===== src/hdl/cbv_pkg.sv =====
// cbv_pkg: shared constants, status codes, result type and the byte-wide crc-32 step
// for the config blob validator; no dependencies
package cbv_pkg;

    localparam int unsigned MAGIC_BYTES  = 8;
    localparam int unsigned HEADER_BYTES = 20;

    localparam int unsigned CFG_DATA_W  = 64;
    localparam int unsigned CFG_INDEX_W = 2;
    localparam int unsigned OUT_TDATA_W = 104;

    localparam logic [CFG_INDEX_W-1:0] CFG_MAGIC_WORD  = 2'd0;
    localparam logic [CFG_INDEX_W-1:0] CFG_FMT_VERSION = 2'd1;
    localparam logic [CFG_INDEX_W-1:0] CFG_SCHEMA      = 2'd2;

    localparam logic [2:0] ST_OK          = 3'd0;
    localparam logic [2:0] ST_TOO_SHORT   = 3'd1;
    localparam logic [2:0] ST_BAD_MAGIC   = 3'd2;
    localparam logic [2:0] ST_BAD_VERSION = 3'd3;
    localparam logic [2:0] ST_BAD_SCHEMA  = 3'd4;
    localparam logic [2:0] ST_LEN_MISMATCH = 3'd5;
    localparam logic [2:0] ST_BAD_CRC     = 3'd6;

    localparam logic [31:0] CRC_ONES = 32'hFFFF_FFFF;
    localparam logic [31:0] CRC_POLY = 32'hEDB8_8320;

    // packed so that status lands in the lowest bits
    typedef struct packed {
        logic [31:0] stored_crc;
        logic [31:0] payload_length;
        logic [15:0] schema_version_out;
        logic [15:0] fmt_version_out;
        logic [2:0]  status;
    } t_result;

    function automatic logic [31:0] crc32_byte(input logic [31:0] crc, input logic [7:0] b);
        logic [31:0] c;
        c = crc ^ {24'h0, b};
        for (int k = 0; k < 8; k++) begin
            c = c[0] ? ((c >> 1) ^ CRC_POLY) : (c >> 1);
        end
        return c;
    endfunction

endpackage


===== src/hdl/cbv_out_buf.sv =====
// cbv_out_buf: two-entry result buffer (output register plus skid entry)
// depends on cbv_pkg for the result type
module cbv_out_buf
    import cbv_pkg::*;
(
    input  logic    i_clk,
    input  logic    i_rst_n,
    input  logic    i_push,
    input  t_result i_result,
    output logic    o_ready,
    output logic    o_valid,
    input  logic    i_pop_ready,
    output t_result o_result
);

    logic    r_out_valid;
    logic    r_skid_valid;
    t_result r_out;
    t_result r_skid;
    logic    w_pop;

    assign w_pop    = r_out_valid && i_pop_ready;
    assign o_ready  = !r_skid_valid;
    assign o_valid  = r_out_valid;
    assign o_result = r_out;

    always_ff @(posedge i_clk) begin
        if (!i_rst_n) begin
            r_out_valid  <= 1'b0;
            r_skid_valid <= 1'b0;
        end else begin
            if (r_skid_valid) begin
                if (w_pop) begin
                    r_out_valid  <= 1'b1;
                    r_skid_valid <= 1'b0;
                end
            end else if (i_push) begin
                if (!r_out_valid || w_pop) begin
                    r_out_valid <= 1'b1;
                end else begin
                    r_skid_valid <= 1'b1;
                end
            end else if (w_pop) begin
                r_out_valid <= 1'b0;
            end
        end
    end

    always_ff @(posedge i_clk) begin
        if (r_skid_valid) begin
            if (w_pop) begin
                r_out <= r_skid;
            end
        end else if (i_push) begin
            if (!r_out_valid || w_pop) begin
                r_out <= i_result;
            end else begin
                r_skid <= i_result;
            end
        end
    end

    a_skid_implies_out: assert property (@(posedge i_clk) disable iff (!i_rst_n)
        r_skid_valid |-> r_out_valid) else $error("skid entry held with empty output");

    a_no_push_when_full: assert property (@(posedge i_clk) disable iff (!i_rst_n)
        i_push |-> !r_skid_valid) else $error("result pushed into full buffer");

    a_skid_moves_up: assert property (@(posedge i_clk) disable iff (!i_rst_n)
        r_skid_valid && w_pop |=> r_out_valid && !r_skid_valid)
        else $error("skid entry not moved to output");

endmodule


===== src/hdl/config_blob_validator_core.sv =====
// config_blob_validator_core: header capture, magic check, crc-32 and status for a byte stream
// depends on cbv_pkg and cbv_out_buf
// One byte beat is taken every clock cycle while s_axis_tready is high; all work for a byte
// (magic compare, header field capture, one byte-wide crc-32 xor network, length and crc
// compares) sits between the blob state registers and the result buffer. A blob's result
// goes to the output register, or to the skid entry while that register holds a stalled result.
// The output holds two results; s_axis_tready drops only when both are waiting, so bytes flow on.
module config_blob_validator_core
    import cbv_pkg::*;
(
    input  logic                   i_clk,
    input  logic                   i_rst_n,
    input  logic                   i_cfg_wr_en,
    input  logic [CFG_INDEX_W-1:0] i_cfg_index,
    input  logic [CFG_DATA_W-1:0]  i_cfg_data,
    input  logic                   s_axis_tvalid,
    output logic                   s_axis_tready,
    input  logic [7:0]             s_axis_tdata,   // data_byte
    input  logic                   s_axis_tlast,   // last_byte
    output logic                   m_axis_tvalid,
    input  logic                   m_axis_tready,
    // status[2:0], fmt_version_out[18:3], schema_version_out[34:19],
    // payload_length[66:35], stored_crc[98:67], zero fill[103:99]
    output logic [OUT_TDATA_W-1:0] m_axis_tdata
);

    logic [63:0] r_magic_word;
    logic [15:0] r_exp_fmt_version;
    logic [15:0] r_exp_schema;

    logic [31:0] r_byte_index;
    logic        r_magic_good;
    logic [15:0] r_fmt_version;
    logic [15:0] r_schema_version;
    logic [31:0] r_payload_length;
    logic [31:0] r_header_crc;
    logic [31:0] r_running_crc;

    logic [31:0] n_byte_index;
    logic        n_magic_good;
    logic [15:0] n_fmt_version;
    logic [15:0] n_schema_version;
    logic [31:0] n_payload_length;
    logic [31:0] n_header_crc;
    logic [31:0] n_running_crc;

    logic        w_accept;
    logic        w_push;
    logic [2:0]  w_status;
    t_result     w_result;
    t_result     w_out_result;
    logic [31:0] w_idx;
    logic [7:0]  w_byte;

    assign w_accept = s_axis_tvalid && s_axis_tready;
    assign w_push   = w_accept && s_axis_tlast;
    assign w_idx    = r_byte_index;
    assign w_byte   = s_axis_tdata;

    // config registers
    always_ff @(posedge i_clk) begin
        if (!i_rst_n) begin
            r_magic_word      <= 64'h0;
            r_exp_fmt_version <= 16'd1;
            r_exp_schema      <= 16'd0;
        end else if (i_cfg_wr_en) begin
            case (i_cfg_index)
                CFG_MAGIC_WORD:  r_magic_word      <= i_cfg_data;
                CFG_FMT_VERSION: r_exp_fmt_version <= i_cfg_data[15:0];
                CFG_SCHEMA:      r_exp_schema      <= i_cfg_data[15:0];
                default: ;
            endcase
        end
    end

    // per-byte update
    always_comb begin
        n_magic_good     = r_magic_good;
        n_fmt_version    = r_fmt_version;
        n_schema_version = r_schema_version;
        n_payload_length = r_payload_length;
        n_header_crc     = r_header_crc;
        n_running_crc    = r_running_crc;
        if (w_idx < 32'(MAGIC_BYTES)) begin
            if (r_magic_word[{w_idx[2:0], 3'b000} +: 8] != w_byte) begin
                n_magic_good = 1'b0;
            end
        end else if (w_idx < 32'd10) begin
            n_fmt_version[{w_idx[0], 3'b000} +: 8] = w_byte;
        end else if (w_idx < 32'd12) begin
            n_schema_version[{w_idx[0], 3'b000} +: 8] = w_byte;
        end else if (w_idx < 32'd16) begin
            n_payload_length[{w_idx[1:0], 3'b000} +: 8] = w_byte;
        end else if (w_idx < 32'(HEADER_BYTES)) begin
            n_header_crc[{w_idx[1:0], 3'b000} +: 8] = w_byte;
        end else begin
            n_running_crc = crc32_byte(r_running_crc, w_byte);
        end
        n_byte_index = (w_idx == 32'hFFFF_FFFF) ? w_idx : w_idx + 32'd1;
    end

    always_comb begin
        if (n_byte_index < 32'(HEADER_BYTES)) begin
            w_status = ST_TOO_SHORT;
        end else if (!n_magic_good) begin
            w_status = ST_BAD_MAGIC;
        end else if (n_fmt_version != r_exp_fmt_version) begin
            w_status = ST_BAD_VERSION;
        end else if (n_schema_version != r_exp_schema) begin
            w_status = ST_BAD_SCHEMA;
        end else if (n_payload_length != n_byte_index - 32'(HEADER_BYTES)) begin
            w_status = ST_LEN_MISMATCH;
        end else if ((n_running_crc ^ CRC_ONES) != n_header_crc) begin
            w_status = ST_BAD_CRC;
        end else begin
            w_status = ST_OK;
        end
        w_result = '0;
        w_result.status = w_status;
        if (w_status == ST_OK) begin
            w_result.fmt_version_out    = n_fmt_version;
            w_result.schema_version_out = n_schema_version;
            w_result.payload_length     = n_payload_length;
            w_result.stored_crc         = n_header_crc;
        end
    end

    always_ff @(posedge i_clk) begin
        if (!i_rst_n || w_push) begin
            r_byte_index     <= 32'h0;
            r_magic_good     <= 1'b1;
            r_fmt_version    <= 16'h0;
            r_schema_version <= 16'h0;
            r_payload_length <= 32'h0;
            r_header_crc     <= 32'h0;
            r_running_crc    <= CRC_ONES;
        end else if (w_accept) begin
            r_byte_index     <= n_byte_index;
            r_magic_good     <= n_magic_good;
            r_fmt_version    <= n_fmt_version;
            r_schema_version <= n_schema_version;
            r_payload_length <= n_payload_length;
            r_header_crc     <= n_header_crc;
            r_running_crc    <= n_running_crc;
        end
    end

    cbv_out_buf u_out_buf (
        .i_clk       (i_clk),
        .i_rst_n     (i_rst_n),
        .i_push      (w_push),
        .i_result    (w_result),
        .o_ready     (s_axis_tready),
        .o_valid     (m_axis_tvalid),
        .i_pop_ready (m_axis_tready),
        .o_result    (w_out_result)
    );

    assign m_axis_tdata = {(OUT_TDATA_W - $bits(t_result))'(0), w_out_result};

    a_clear_after_last: assert property (@(posedge i_clk) disable iff (!i_rst_n)
        w_push |=> r_byte_index == 32'h0 && r_running_crc == CRC_ONES && r_magic_good)
        else $error("blob state not cleared after last beat");

    a_fields_zero_on_error: assert property (@(posedge i_clk) disable iff (!i_rst_n)
        m_axis_tvalid && m_axis_tdata[2:0] != ST_OK |-> m_axis_tdata[98:3] == '0)
        else $error("header fields leak on error status");

    a_count_steps: assert property (@(posedge i_clk) disable iff (!i_rst_n)
        w_accept && !s_axis_tlast && r_byte_index != 32'hFFFF_FFFF
        |=> r_byte_index == $past(r_byte_index) + 32'd1)
        else $error("byte counter did not advance");

endmodule


===== config.mk =====
export PLATFORM = sky130hd
export DESIGN_NAME = config_blob_validator_core
export DESIGN_NICKNAME = d
export VERILOG_FILES = /design/src/hdl/cbv_pkg.sv /design/src/hdl/cbv_out_buf.sv /design/src/hdl/config_blob_validator_core.sv
export SDC_FILE = /design/constraint.sdc
export NUM_CORES = 1
export LEC_CHECK = 0
export ABC_AREA = 1
export BUFFER_PORTS_ARGS = -buffer_cell sky130_fd_sc_hd__buf_2
export CAP_MARGIN = 20
export CELL_PAD_IN_SITES_DETAIL_PLACEMENT = 1
export CELL_PAD_IN_SITES_GLOBAL_PLACEMENT = 2
export CORE_ASPECT_RATIO = 0.6
export CORE_MARGIN = 8
export CORE_UTILIZATION = 34
export CTS_CLUSTER_SIZE = 10
export DETAILED_ROUTE_END_ITERATION = 10
export PLACE_DENSITY = 0.78
export SKIP_LAST_GASP = 1
export SLEW_MARGIN = 20
export SYNTH_ARGS = -nofsm -noshare
export SYNTH_HDL_FRONTEND = slang
export SYNTH_HIERARCHICAL = 1
export SYNTH_SLANG_ARGS = --single-unit

===== constraint.sdc =====
create_clock -name i_clk -period 8.7 [get_ports i_clk]
set_input_delay 1.74 -clock i_clk [delete_from_list [all_inputs] [get_ports i_clk]]
set_output_delay 1.74 -clock i_clk [all_outputs]
set_load 0.01 [all_outputs]

==> impl_metrics.tcl, run 1 <==
set metrics [dict create \
    async_flop_share 0 \
    rsz0062_at_grt "no" \
    tightest_slew_ns 1.23 \
    critPathCaptureType "register" \
    cts_tree "yes" \
    grt_first_pass_wirelength_um 155000 \
    power.density_mw_per_mm2 199 \
    hold_viol 0 \
    grt_start_max_net_pins 137 \
    dpl_cell_area_mm2 0.0269 \
    crit_top_cell "nand2_1" \
    drc 0 \
    critPathSlowestCell "dfxtp_2" \
    cts_resized 0 \
    use_met2 0.287 \
    min_path_type "register to register" \
    dpl.hpwl_um 80000 \
    ios 186 \
    crit_chain "inv_2 > ha_1 > inv_1 > nor2_1 > inv_1 > nor3_1 > o21ai_0 > inv_1 > nand2_1 > nand2_1 > nand3_1 > nand2_1 > nand2_1 > nor2_1 > nand3_1 > nor2_1 > nand3_1 > nand2_1 > nor2_2 > nand2_4 > buf_4 > nor2_1 > nand2_1 > nand2_1" \
    grt_usage 0.245 \
    ys_types 41 \
    finalMaxSlewViolations 0 \
    ant_nets 0 \
    top_usage_layer "met1" \
    synth-seq-cells 457 \
    setup_tns_ns 0 \
    fin_area_mm2 0.0285 \
    regArea_mm2 0.0111 \
    whs_ns 0.448 \
    crit_path_start "r_byte_index[0]" \
    numCtsBuffers 53 \
    first_global_vias 22900 \
    critical_path.max_stage_delay_ns 0.89 \
    coreArea_mm2 0.0737 \
    netlist_area_mm2 0.0253 \
    max-slew-margin-rel 0.170 \
    post-route-period-util 0.796 \
    path_max_fanout 59 \
    cp-start-kind "register" \
    die_area_mm2 0.0838 \
    fillers 9402 \
    wl_um 106000 \
    vias 24600 \
    yosys-top-cells-area "edfxtp_1 (23%), dfxtp_1 (20%), nand2_1 (18%), nor2_1 (6.5%), inv_1 (5.9%)" \
    synth_edf_count 198 \
    post_cts.repair.setup_buffers 0 \
    ir_drop_mv 0.180 \
    timing_worst_setup_path_type "register to register" \
    r2r-start "r_byte_index[0]" \
    r2r_end "u_out_buf/o_result[71]" \
    portBuffers 180 \
    ys_warn_count 6 \
    multi_input_area_mm2 0.0118 \
    use_met1 0.414 \
    power.leakage_nw 13.1 \
    antenna_found_initial 4 \
    finalSetupViolCount 0 \
    cts-htree-levels 2 \
    cts.sinks 457 \
    yosysTopAreaCell "edfxtp_1" \
    firstDrtPassIters 5 \
    via_per_inst 5.14 \
    cp_data_arrival_time_ns 7.28 \
    initialDrtViolationCount 2636 \
    critPathRequiredTime_ns 9.06 \
    syn_avg_cell_area_um2 6.92 \
    dieHeight_um 227 \
    initial_core_util 0.344 \
    r2r_slack_ns 1.78 \
    clk_latency_ns 0.64 \
    fmax_mhz 144 \
    status "completed" \
    min_period_ns 6.92 \
    fp-row-count 77 \
    drive_gt1_frac 0.0947 \
    reg2reg_depth 24 \
    clk_pin_slew_worst_paths_ns 0.06 \
    area_delta_synth_final_pct 12.6 \
    pre_cts_slack_ns 1.94 \
    overflow 0 \
    nets 3844 \
    syn_inst 3661 \
    clock_skew_ns 0.0417 \
    crit_path_end "u_out_buf/o_result[71]" \
    wl_per_cell_um 22.2 \
    ctsHoldBuffers 0 \
    yosysTopAreaCellShare 0.235 \
    synth_ff_type "dfxtp_1" \
    clockRootBuffer "clkbuf_16" \
    setup_ws_ns 1.78 \
    met3_usage 0.0818 \
    drv_cap 0 \
    clockBufferDepth 3 \
    die_w_um 368 \
    ys_seq_area_frac 0.439 \
    gp_congestion 0.928 \
]
==> state kept, by name, indices dropped and copies added, names as in the netlist <==
| name | flops |
|---|---|
| r_byte_index | 32 |
| u_out_buf/o_valid | 1 |
| r_magic_good | 1 |
| u_out_buf/r_skid_valid | 1 |
| r_schema_version | 16 |
| r_magic_word | 64 |
| r_header_crc | 32 |
| r_fmt_version | 16 |
| r_running_crc | 32 |
| u_out_buf/o_result | 99 |
| r_exp_fmt_version | 16 |
| r_exp_schema | 16 |
| r_payload_length | 32 |
| u_out_buf/r_skid | 99 |
==> through the flow <==
| step | cells | power, mW | util |
|---|---|---|---|
| 2_1_floorplan | 3665 | 3.10 | - |
| 3_3_place_gp | 4689 | 3.51 | 0.365 |
| 6_report | 4779 | 5.69 | 0.387 |
| 4_1_cts | 4777 | 5.69 | 0.387 |
| 3_5_place_dp | 4689 | 3.52 | 0.365 |
| 5_1_grt | 4777 | 5.93 | 0.387 |
==> worst max-delay path: cells and delay by family, from the launching register on <==
| kind | cells | cell delay (ns) |
|---|---|---|
| AOI/OAI and AO/OA | 1 | 0.46 |
| and+or+nand+nor | 17 | 2.87 |
| DFF | 1 | 0.89 |
| buffers and inverters | 5 | 1.71 |
| adders and majority gates | 1 | 0.68 |
==> synthesized netlist by cell type, drive strengths merged, types with 3 or more instances <==
library cell	instances
o221ai	4
edfxtp	198
buf	77
nand3	223
nand2	1235
xnor2	11
dfxtp	259
nor2	470
xor2	49
or2	10
nand4	48
nor3	16
a21oi	157
o22ai	7
clkbuf	96
ha	7
o21ai	310
nand3b	5
nor4	3
clkinv	5
inv	412
o211ai	50
==> worst min-delay path by stage <==
stage	to	startpoint	cells after the start	slack (ns)
2_1_floorplan	r_magic_word[18]	r_magic_word[18]	2	0.42
3_3_place_gp	r_magic_word[18]	r_magic_word[18]	2	0.44
3_5_place_dp	r_magic_word[50]	r_magic_word[50]	2	0.44
4_1_cts	r_magic_word[50]	r_magic_word[50]	2	0.45
5_1_grt	r_magic_word[20]	r_magic_word[20]	2	0.47
6_report	r_magic_word[20]	r_magic_word[20]	2	0.45
==> cell families (layout without fill, tap and decap cells) <==
kind of cell | Yosys count | count (layout) | share of synthesized area
AOI/OAI and AO/OA | 530 | 530 | 0.111
xor gates and xnor gates | 62 | 62 | 0.0225
buffers and inverters | 590 | 715 | 0.0956
other | 1 | 7 | 0.000148
adders and majority gates | 7 | 7 | 0.00346
DFF | 457 | 457 | 0.439
and+or+nand+nor | 2014 | 2014 | 0.328
==> where the power goes <==
group          internal, mW  leakage (nW)  total [mW]  switching (mW)
Combinational         0.293          8.51        1.11           0.815
Clock                  1.22         0.770        2.17           0.956
Sequential             2.33          3.79        2.40          0.0757
==> cell usage in the layout (no fill, tap or decap), types with 24 or more instances in the layout <==
cell type / synthesis / routed
a21oi_1: 156 / 155
buf_2: 32 / 180
buf_4: 25 / 29
clkbuf_1: 96 / 24
clkbuf_16: 0 / 53
dfxtp_1: 259 / 257
edfxtp_1: 198 / 198
inv_1: 398 / 395
nand2_1: 1225 / 1222
nand3_1: 219 / 218
nand4_1: 45 / 45
nor2_1: 437 / 437
o211ai_1: 50 / 50
o21ai_0: 284 / 284
o21ai_1: 26 / 26
xor2_1: 49 / 49
==> final cells by class <==
| class | instances | share of cell area |
|---|---|---|
| repair buffers | 210 | 0.0399 |
| well taps | 987 | 0.0433 |
| clock buffers | 81 | 0.0516 |
| clock inverters | 7 | 0.00447 |
| multi-input cells | 2618 | 0.415 |
| diodes | 2 | 0.000175 |
| flip-flops and latches | 457 | 0.390 |
| inverters | 417 | 0.0552 |
==> layer usage <==
metal | routed length [um] | vias to the layer above
met3 | 12200 | 73
li1 | - | 11900
met4 | 991 | 0
met5 | 0 | -
met2 | 35800 | 875
met1 | 57200 | 11700
(Power assumes the default switching activity.)
==> run 2, diff against run 1 <==
--- a/config.mk
+++ b/config.mk
@@ -5,7 +5,7 @@
 export SDC_FILE = /design/constraint.sdc
 export NUM_CORES = 1
 export LEC_CHECK = 0
-export ABC_AREA = 1
+export ABC_AREA = 0
 export BUFFER_PORTS_ARGS = -buffer_cell sky130_fd_sc_hd__buf_2
 export CAP_MARGIN = 20
 export CELL_PAD_IN_SITES_DETAIL_PLACEMENT = 1
@@ -15,7 +15,7 @@
 export CORE_UTILIZATION = 34
 export CTS_CLUSTER_SIZE = 10
 export DETAILED_ROUTE_END_ITERATION = 10
-export PLACE_DENSITY = 0.78
+export PLACE_DENSITY = 0.73
 export SKIP_LAST_GASP = 1
 export SLEW_MARGIN = 20
 export SYNTH_ARGS = -nofsm -noshare
==> constraint.sdc (replaced) <==
create_clock -name i_clk -period 5.81 [get_ports i_clk]
set_input_delay 1.162 -clock i_clk [delete_from_list [all_inputs] [get_ports i_clk]]
set_output_delay 1.162 -clock i_clk [all_outputs]
set_load 0.01 [all_outputs]
==> run 2 against run 1 <==
Net effect:
- largest power group unchanged
- final area down 0.46%
- clock power increased by 44%
- clock skew is 0.0051 ns lower
- critical path type unchanged
- highest routed layer is now met5
==> impl_metrics.tcl, run 2 <==
set metrics [dict create \
    dpl.hpwl_um 64600 \
    fillers 7816 \
    die_area_mm2 0.0802 \
    r2r-start "r_byte_index[24]" \
    cts-htree-levels 2 \
    max-slew-margin-rel 0.284 \
    drv_cap 0 \
    status "completed" \
    min_path_type "register to register" \
    fmax_mhz 179 \
    initialDrtViolationCount 1794 \
    post-route-period-util 0.963 \
    synth_ff_type "dfxtp_1" \
    synth-xor-area-share 0.0877 \
    reg2reg_depth 15 \
    clk_latency_ns 0.62 \
    r2r_slack_ns 0.21 \
    yosysMostFrequentCell "nand2_1" \
    power.leakage_nw 10.3 \
    ant_nets 0 \
    yosysTopAreaCell "edfxtp_1" \
    finalNonFillerCells 3601 \
    syn_inst 2403 \
    clk_pin_slew_worst_paths_ns 0.06 \
    final_common_cell "nand2_1" \
    ios 186 \
    yosys.area_share.adder 0.00362 \
    synth_edf_count 198 \
    crit_path_start "r_byte_index[24]" \
    path_max_fanout 9 \
    timing_worst_setup_path_type "register to register" \
    first_global_vias 20200 \
    yosys-top-cells-count "nand2_1 (437), dfxtp_1 (259), edfxtp_1 (198)" \
    cts_tree "yes" \
    cts.sinks 457 \
    ys_types 91 \
    critPathRequiredTime_ns 6.18 \
    portBuffers 180 \
    ys_seq_area_frac 0.460 \
    synth_top_family_by_area "simple AND/OR/NAND/NOR gates" \
    drc 0 \
    syn_avg_cell_area_um2 10.1 \
    dieHeight_um 223 \
    numCtsBuffers 53 \
    finalSetupViolCount 0 \
    antenna_found_initial 6 \
    synth_mux_area_frac 0.129 \
    firstDrtPassIters 5 \
    coreArea_mm2 0.0701 \
    ys_warn_count 6 \
    clockRootBuffer "clkbuf_16" \
    cp-start-kind "register" \
    drive_gt1_frac 0.219 \
    rsz0062_at_grt "no" \
    grt_usage 0.212 \
    tightest_slew_ns 1.07 \
    ir_drop_mv 0.206 \
    final_util 0.405 \
    netlist_area_mm2 0.0242 \
    yosysTopAreaCellShare 0.246 \
    wl_um 87600 \
    placed_cells 3505 \
    async_flop_share 0 \
    synth_simple_gate_area_frac 0.198 \
    nets 2725 \
    min_period_ns 5.60 \
    grt_start_max_net_pins 100 \
    mostFrequentLayoutCells "nand2_1 (436), dfxtp_1 (256), edfxtp_1 (198)" \
    power.density_mw_per_mm2 271 \
    synth-seq-cells 457 \
    fp-row-count 75 \
    clock_skew_ns 0.0366 \
    ctsHoldBuffers 0 \
    via_per_inst 5.45 \
    whs_ns 0.452 \
    r2r_end "u_out_buf/o_result[1]" \
    cp_data_arrival_time_ns 5.97 \
    setup_tns_ns 0 \
    overflow 0 \
    yosys-top-cells-area "edfxtp_1 (25%), dfxtp_1 (21%), nand2_1 (6.8%), mux2i_1 (5.7%), xnor2_1 (4.7%)" \
    gp_congestion 0.873 \
    area_delta_synth_final_pct 17.4 \
    hold_viol 0 \
    crit_path_end "u_out_buf/o_result[1]" \
    critPathCaptureType "register" \
    vias 19600 \
    synth_compound_area_frac 0.0873 \
    wl_per_cell_um 24.3 \
    regArea_mm2 0.0111 \
    initial_core_util 0.345 \
    grt_first_pass_wirelength_um 132000 \
    finalMaxSlewViolations 0 \
    multi_input_area_mm2 0.0123 \
    clockBufferDepth 3 \
    die_w_um 360 \
]
## run 2: cell count changes after synthesis, moves of 46 or more
| cell | previous run | this run |
|---|---|---|
| nand2_1 | 1225 | 437 |
| nor2_1 | 437 | 95 |
| o21ai_0 | 284 | 25 |
| a21boi_0 | 0 | 97 |
| mux2i_1 | 0 | 137 |
| nand3_1 | 219 | 61 |
| xnor2_1 | 11 | 130 |
| inv_1 | 398 | 8 |
| a21oi_1 | 156 | 110 |
| mux2_4 | 0 | 56 |
| nor3_1 | 16 | 123 |
## run 2: worst min-delay path by stage
stage / slack [ns] / from / depth (start not counted) / endpoint
after floorplan: 0.43 / r_header_crc[4] / 2 / r_header_crc[4]
after global placement: 0.44 / r_payload_length[14] / 2 / r_payload_length[14]
after detailed placement: 0.44 / r_payload_length[6] / 2 / r_payload_length[6]
after CTS: 0.45 / r_payload_length[6] / 2 / r_payload_length[6]
after global routing: 0.47 / r_payload_length[6] / 2 / r_payload_length[6]
final: 0.45 / r_payload_length[6] / 2 / r_payload_length[6]
## run 2: area by class of cell
type | instances | area share
Antenna cell | 3 | 0.000264
Tap cell | 924 | 0.0407
Clock inverter | 4 | 0.00119
Inverter | 8 | 0.00106
Sequential cell | 457 | 0.392
Clock buffer | 87 | 0.0534
Timing Repair Buffer | 343 | 0.0765
Multi-Input combinational cell | 1775 | 0.435
## run 2: cell families (layout without fill, tap and decap cells)
family	Yosys count	in the layout
and+or+nand+nor	970	970
DFF	457	457
AOI/OAI and AO/OA	318	318
muxes	256	256
xor gates and xnor gates	219	219
buffers and inverters	175	442
adders and majority gates	7	7
other	1	8
## run 2: report_power, final
group	switching, mW	leakage (nW)	total [mW]	internal, mW
Sequential	0.0589	4.21	3.47	3.41
Clock	1.36	0.743	3.12	1.76
Combinational	0.664	5.39	1.10	0.432
## run 2: stage by stage
step / setup WS [ns] / total power [mW] / area (um^2)
floorplan: 0.544 / 4.21 / 24200
global placement: 0.336 / 4.60 / 26800
detailed placement: 0.172 / 4.62 / 26800
CTS: 0.154 / 7.77 / 28300
global route: 0.0262 / 7.98 / 28400
finish: 0.213 / 7.68 / 28400
## run 2: timing repair
| action | CTS | global route |
|---|---|---|
| endpoints found under the setup margin | 0 | 75 |
| resized for setup | 0 | 8 |
| setup buffers | 0 | 2 |
## run 2: worst max-delay path, cell delays in order, from the launching register on
cell and delay [ns]:
dfxtp_1 0.42, or4_4 0.67, or3_1 0.66, nor3_2 0.35, buf_4 0.26, mux2i_1 0.25
buf_4 0.19, xnor2_1 0.14, nor4b_1 0.54, o211ai_1 0.18, nor4_1 0.58, buf_4 0.24
a2111oi_0 0.06, nand4_1 0.23, o21ai_0 0.25, mux2_2 0.34
## run 2: routing by layer
layer,track usage,wire length [um]
met1,0.328,44200
met2,0.294,34800
met3,0.0516,6880
met4,0.0452,1630
met5,0,27
==> run 3, diff against run 2 <==
--- a/config.mk
+++ b/config.mk
@@ -5,17 +5,17 @@
 export SDC_FILE = /design/constraint.sdc
 export NUM_CORES = 1
 export LEC_CHECK = 0
-export ABC_AREA = 0
+export ABC_AREA = 1
 export BUFFER_PORTS_ARGS = -buffer_cell sky130_fd_sc_hd__buf_2
 export CAP_MARGIN = 20
 export CELL_PAD_IN_SITES_DETAIL_PLACEMENT = 1
 export CELL_PAD_IN_SITES_GLOBAL_PLACEMENT = 2
 export CORE_ASPECT_RATIO = 0.6
 export CORE_MARGIN = 8
-export CORE_UTILIZATION = 34
+export CORE_UTILIZATION = 31
 export CTS_CLUSTER_SIZE = 10
 export DETAILED_ROUTE_END_ITERATION = 10
-export PLACE_DENSITY = 0.73
+export PLACE_DENSITY = 0.75
 export SKIP_LAST_GASP = 1
 export SLEW_MARGIN = 20
 export SYNTH_ARGS = -nofsm -noshare
==> run 3 against run 2 <==
Net effect:
- sequential share of layout area decreased by 1.2 points
- combinational power up 57%
- non-clock buffer count decreased by 61
==> impl_metrics.tcl, run 3 (same netlist as run 1, synthesis figures left out) <==
set metrics [dict create \
    status "completed" \
    cp-start-kind "register" \
    final_util 0.360 \
    ios 186 \
    fillers 10300 \
    mostFrequentLayoutCells "nand2_1 (1223), nor2_1 (437), inv_1 (395)" \
    cts.sinks 457 \
    nets 3917 \
    post-route-period-util 0.902 \
    path_max_fanout 28 \
    clock_skew_ns 0.0253 \
    max-slew-margin-rel 0.341 \
    gp_congestion 0.924 \
    power.density_mw_per_mm2 292 \
    finalSetupViolCount 0 \
    grt_first_pass_wirelength_um 158000 \
    vias 24800 \
    setup_ws_ns 0.567 \
    initial_core_util 0.312 \
    fp-row-count 81 \
    portBuffers 180 \
    cts-htree-levels 2 \
    ctsHoldBuffers 0 \
    tightest_slew_ns 0.978 \
    critPathCaptureType "register" \
    pre_cts_slack_ns 0.623 \
    clk_latency_ns 0.63 \
    ir_drop_mv 0.245 \
    critPathSlowestCell "nor3_1" \
    numCtsBuffers 54 \
    ant_nets 0 \
    cts_resized 0 \
    finalMaxSlewViolations 0 \
    post_cts.repair.setup_buffers 0 \
    first_global_vias 23100 \
    power.leakage_nw 13.5 \
    via_per_inst 5.01 \
    dpl.hpwl_um 83400 \
    grt_start_max_net_pins 114 \
    clockBufferDepth 3 \
    finalNonFillerCells 4944 \
    cp_num_buf_inv 8 \
    setup_tns_ns 0 \
    dieHeight_um 237 \
    die_w_um 385 \
    rsz0062_at_grt "no" \
    cts_tree "yes" \
    drv_cap 0 \
    antenna_found_initial 2 \
    min_period_ns 5.24 \
    power_mw 8.55 \
    crit_top_cell "nand2_1" \
    coreArea_mm2 0.0812 \
    clk_pin_slew_worst_paths_ns 0.06 \
    fmax_mhz 191 \
    firstDrtPassIters 5 \
    critPathRequiredTime_ns 6.30 \
    min_path_type "register to register" \
    drc 0 \
    final_common_cell "nand2_1" \
    cp_data_arrival_time_ns 5.74 \
    overflow 0 \
    die_area_mm2 0.0914 \
    grt_usage 0.229 \
    drive_gt1_frac 0.112 \
    cp_top_family "simple AND/OR/NAND/NOR gates" \
    critical_path.max_stage_delay_ns 0.45 \
    hold_viol 0 \
    wl_per_cell_um 21.8 \
    clockRootBuffer "clkbuf_16" \
    placed_cells 4853 \
    initialDrtViolationCount 2341 \
    wl_um 108000 \
    area_delta_synth_final_pct 15.5 \
    timing_worst_setup_path_type "register to register" \
]
==> run 3: cell types whose count changed in the layout (fill, tap and decap cells not counted), sizes merged, moves of 40 or more <==
cell / delta
nand3: +160
buf: -61
a21oi: +47
xnor2: -121
a21boi: -97
mux2: -101
nor2: +375
nor4: -40
mux2i: -139
o21ai: +285
nor3: -117
and2: -43
nand2: +797
inv: +405
==> run 3: layout make-up <==
type	count	area (um^2)	area share
Timing Repair Buffer	282	1760	0.0601
Multi-Input combinational cell	2618	11800	0.404
Clock buffer	82	1500	0.0512
Tap cell	1079	1350	0.0461
Inverter	417	1570	0.0538
Clock inverter	8	110	0.00376
Antenna cell	1	2.50	0.0000855
Sequential cell	457	11100	0.381
==> run 3: power breakdown <==
part	internal (mW)	switching, mW
clock	1.81	1.42
sequential	3.49	0.106
combinational	0.480	1.25
total	5.78	2.77
==> run 3: stage by stage <==
stage | instance area [um^2] | hold WS [ns]
2_1_floorplan | 25400 | 0.424
3_3_place_gp | 27600 | 0.442
3_5_place_dp | 27600 | 0.451
4_1_cts | 29300 | 0.459
5_1_grt | 29300 | 0.479
6_report | 29300 | 0.456
==> run 3: tightest hold or removal path, stage by stage (launching register included) <==
cell and delay [ns]:
dfxtp_1 0.30, inv_1 0.06, a21oi_1 0.05
==> run 3: routing by layer <==
metal  GRT usage  routed length, um  vias to the layer above
li1            -                  -                    12000
met1       0.387              58900                    11900
met2       0.270              36700                      769
met3      0.0746              11100                       69
met4      0.0323               1260                        0
met5           0                  0                        -
==> run 3: path summary, 6_finish.rpt <==
kind	from	end	slack, ns	depth (start not counted)
max	r_byte_index[0]	u_out_buf/o_result[66]	0.57	27
min	r_magic_word[19]	r_magic_word[19]	0.46	2
max reg2reg	r_byte_index[0]	u_out_buf/o_result[66]	0.57	27
min reg2reg	r_magic_word[19]	r_magic_word[19]	0.46	2
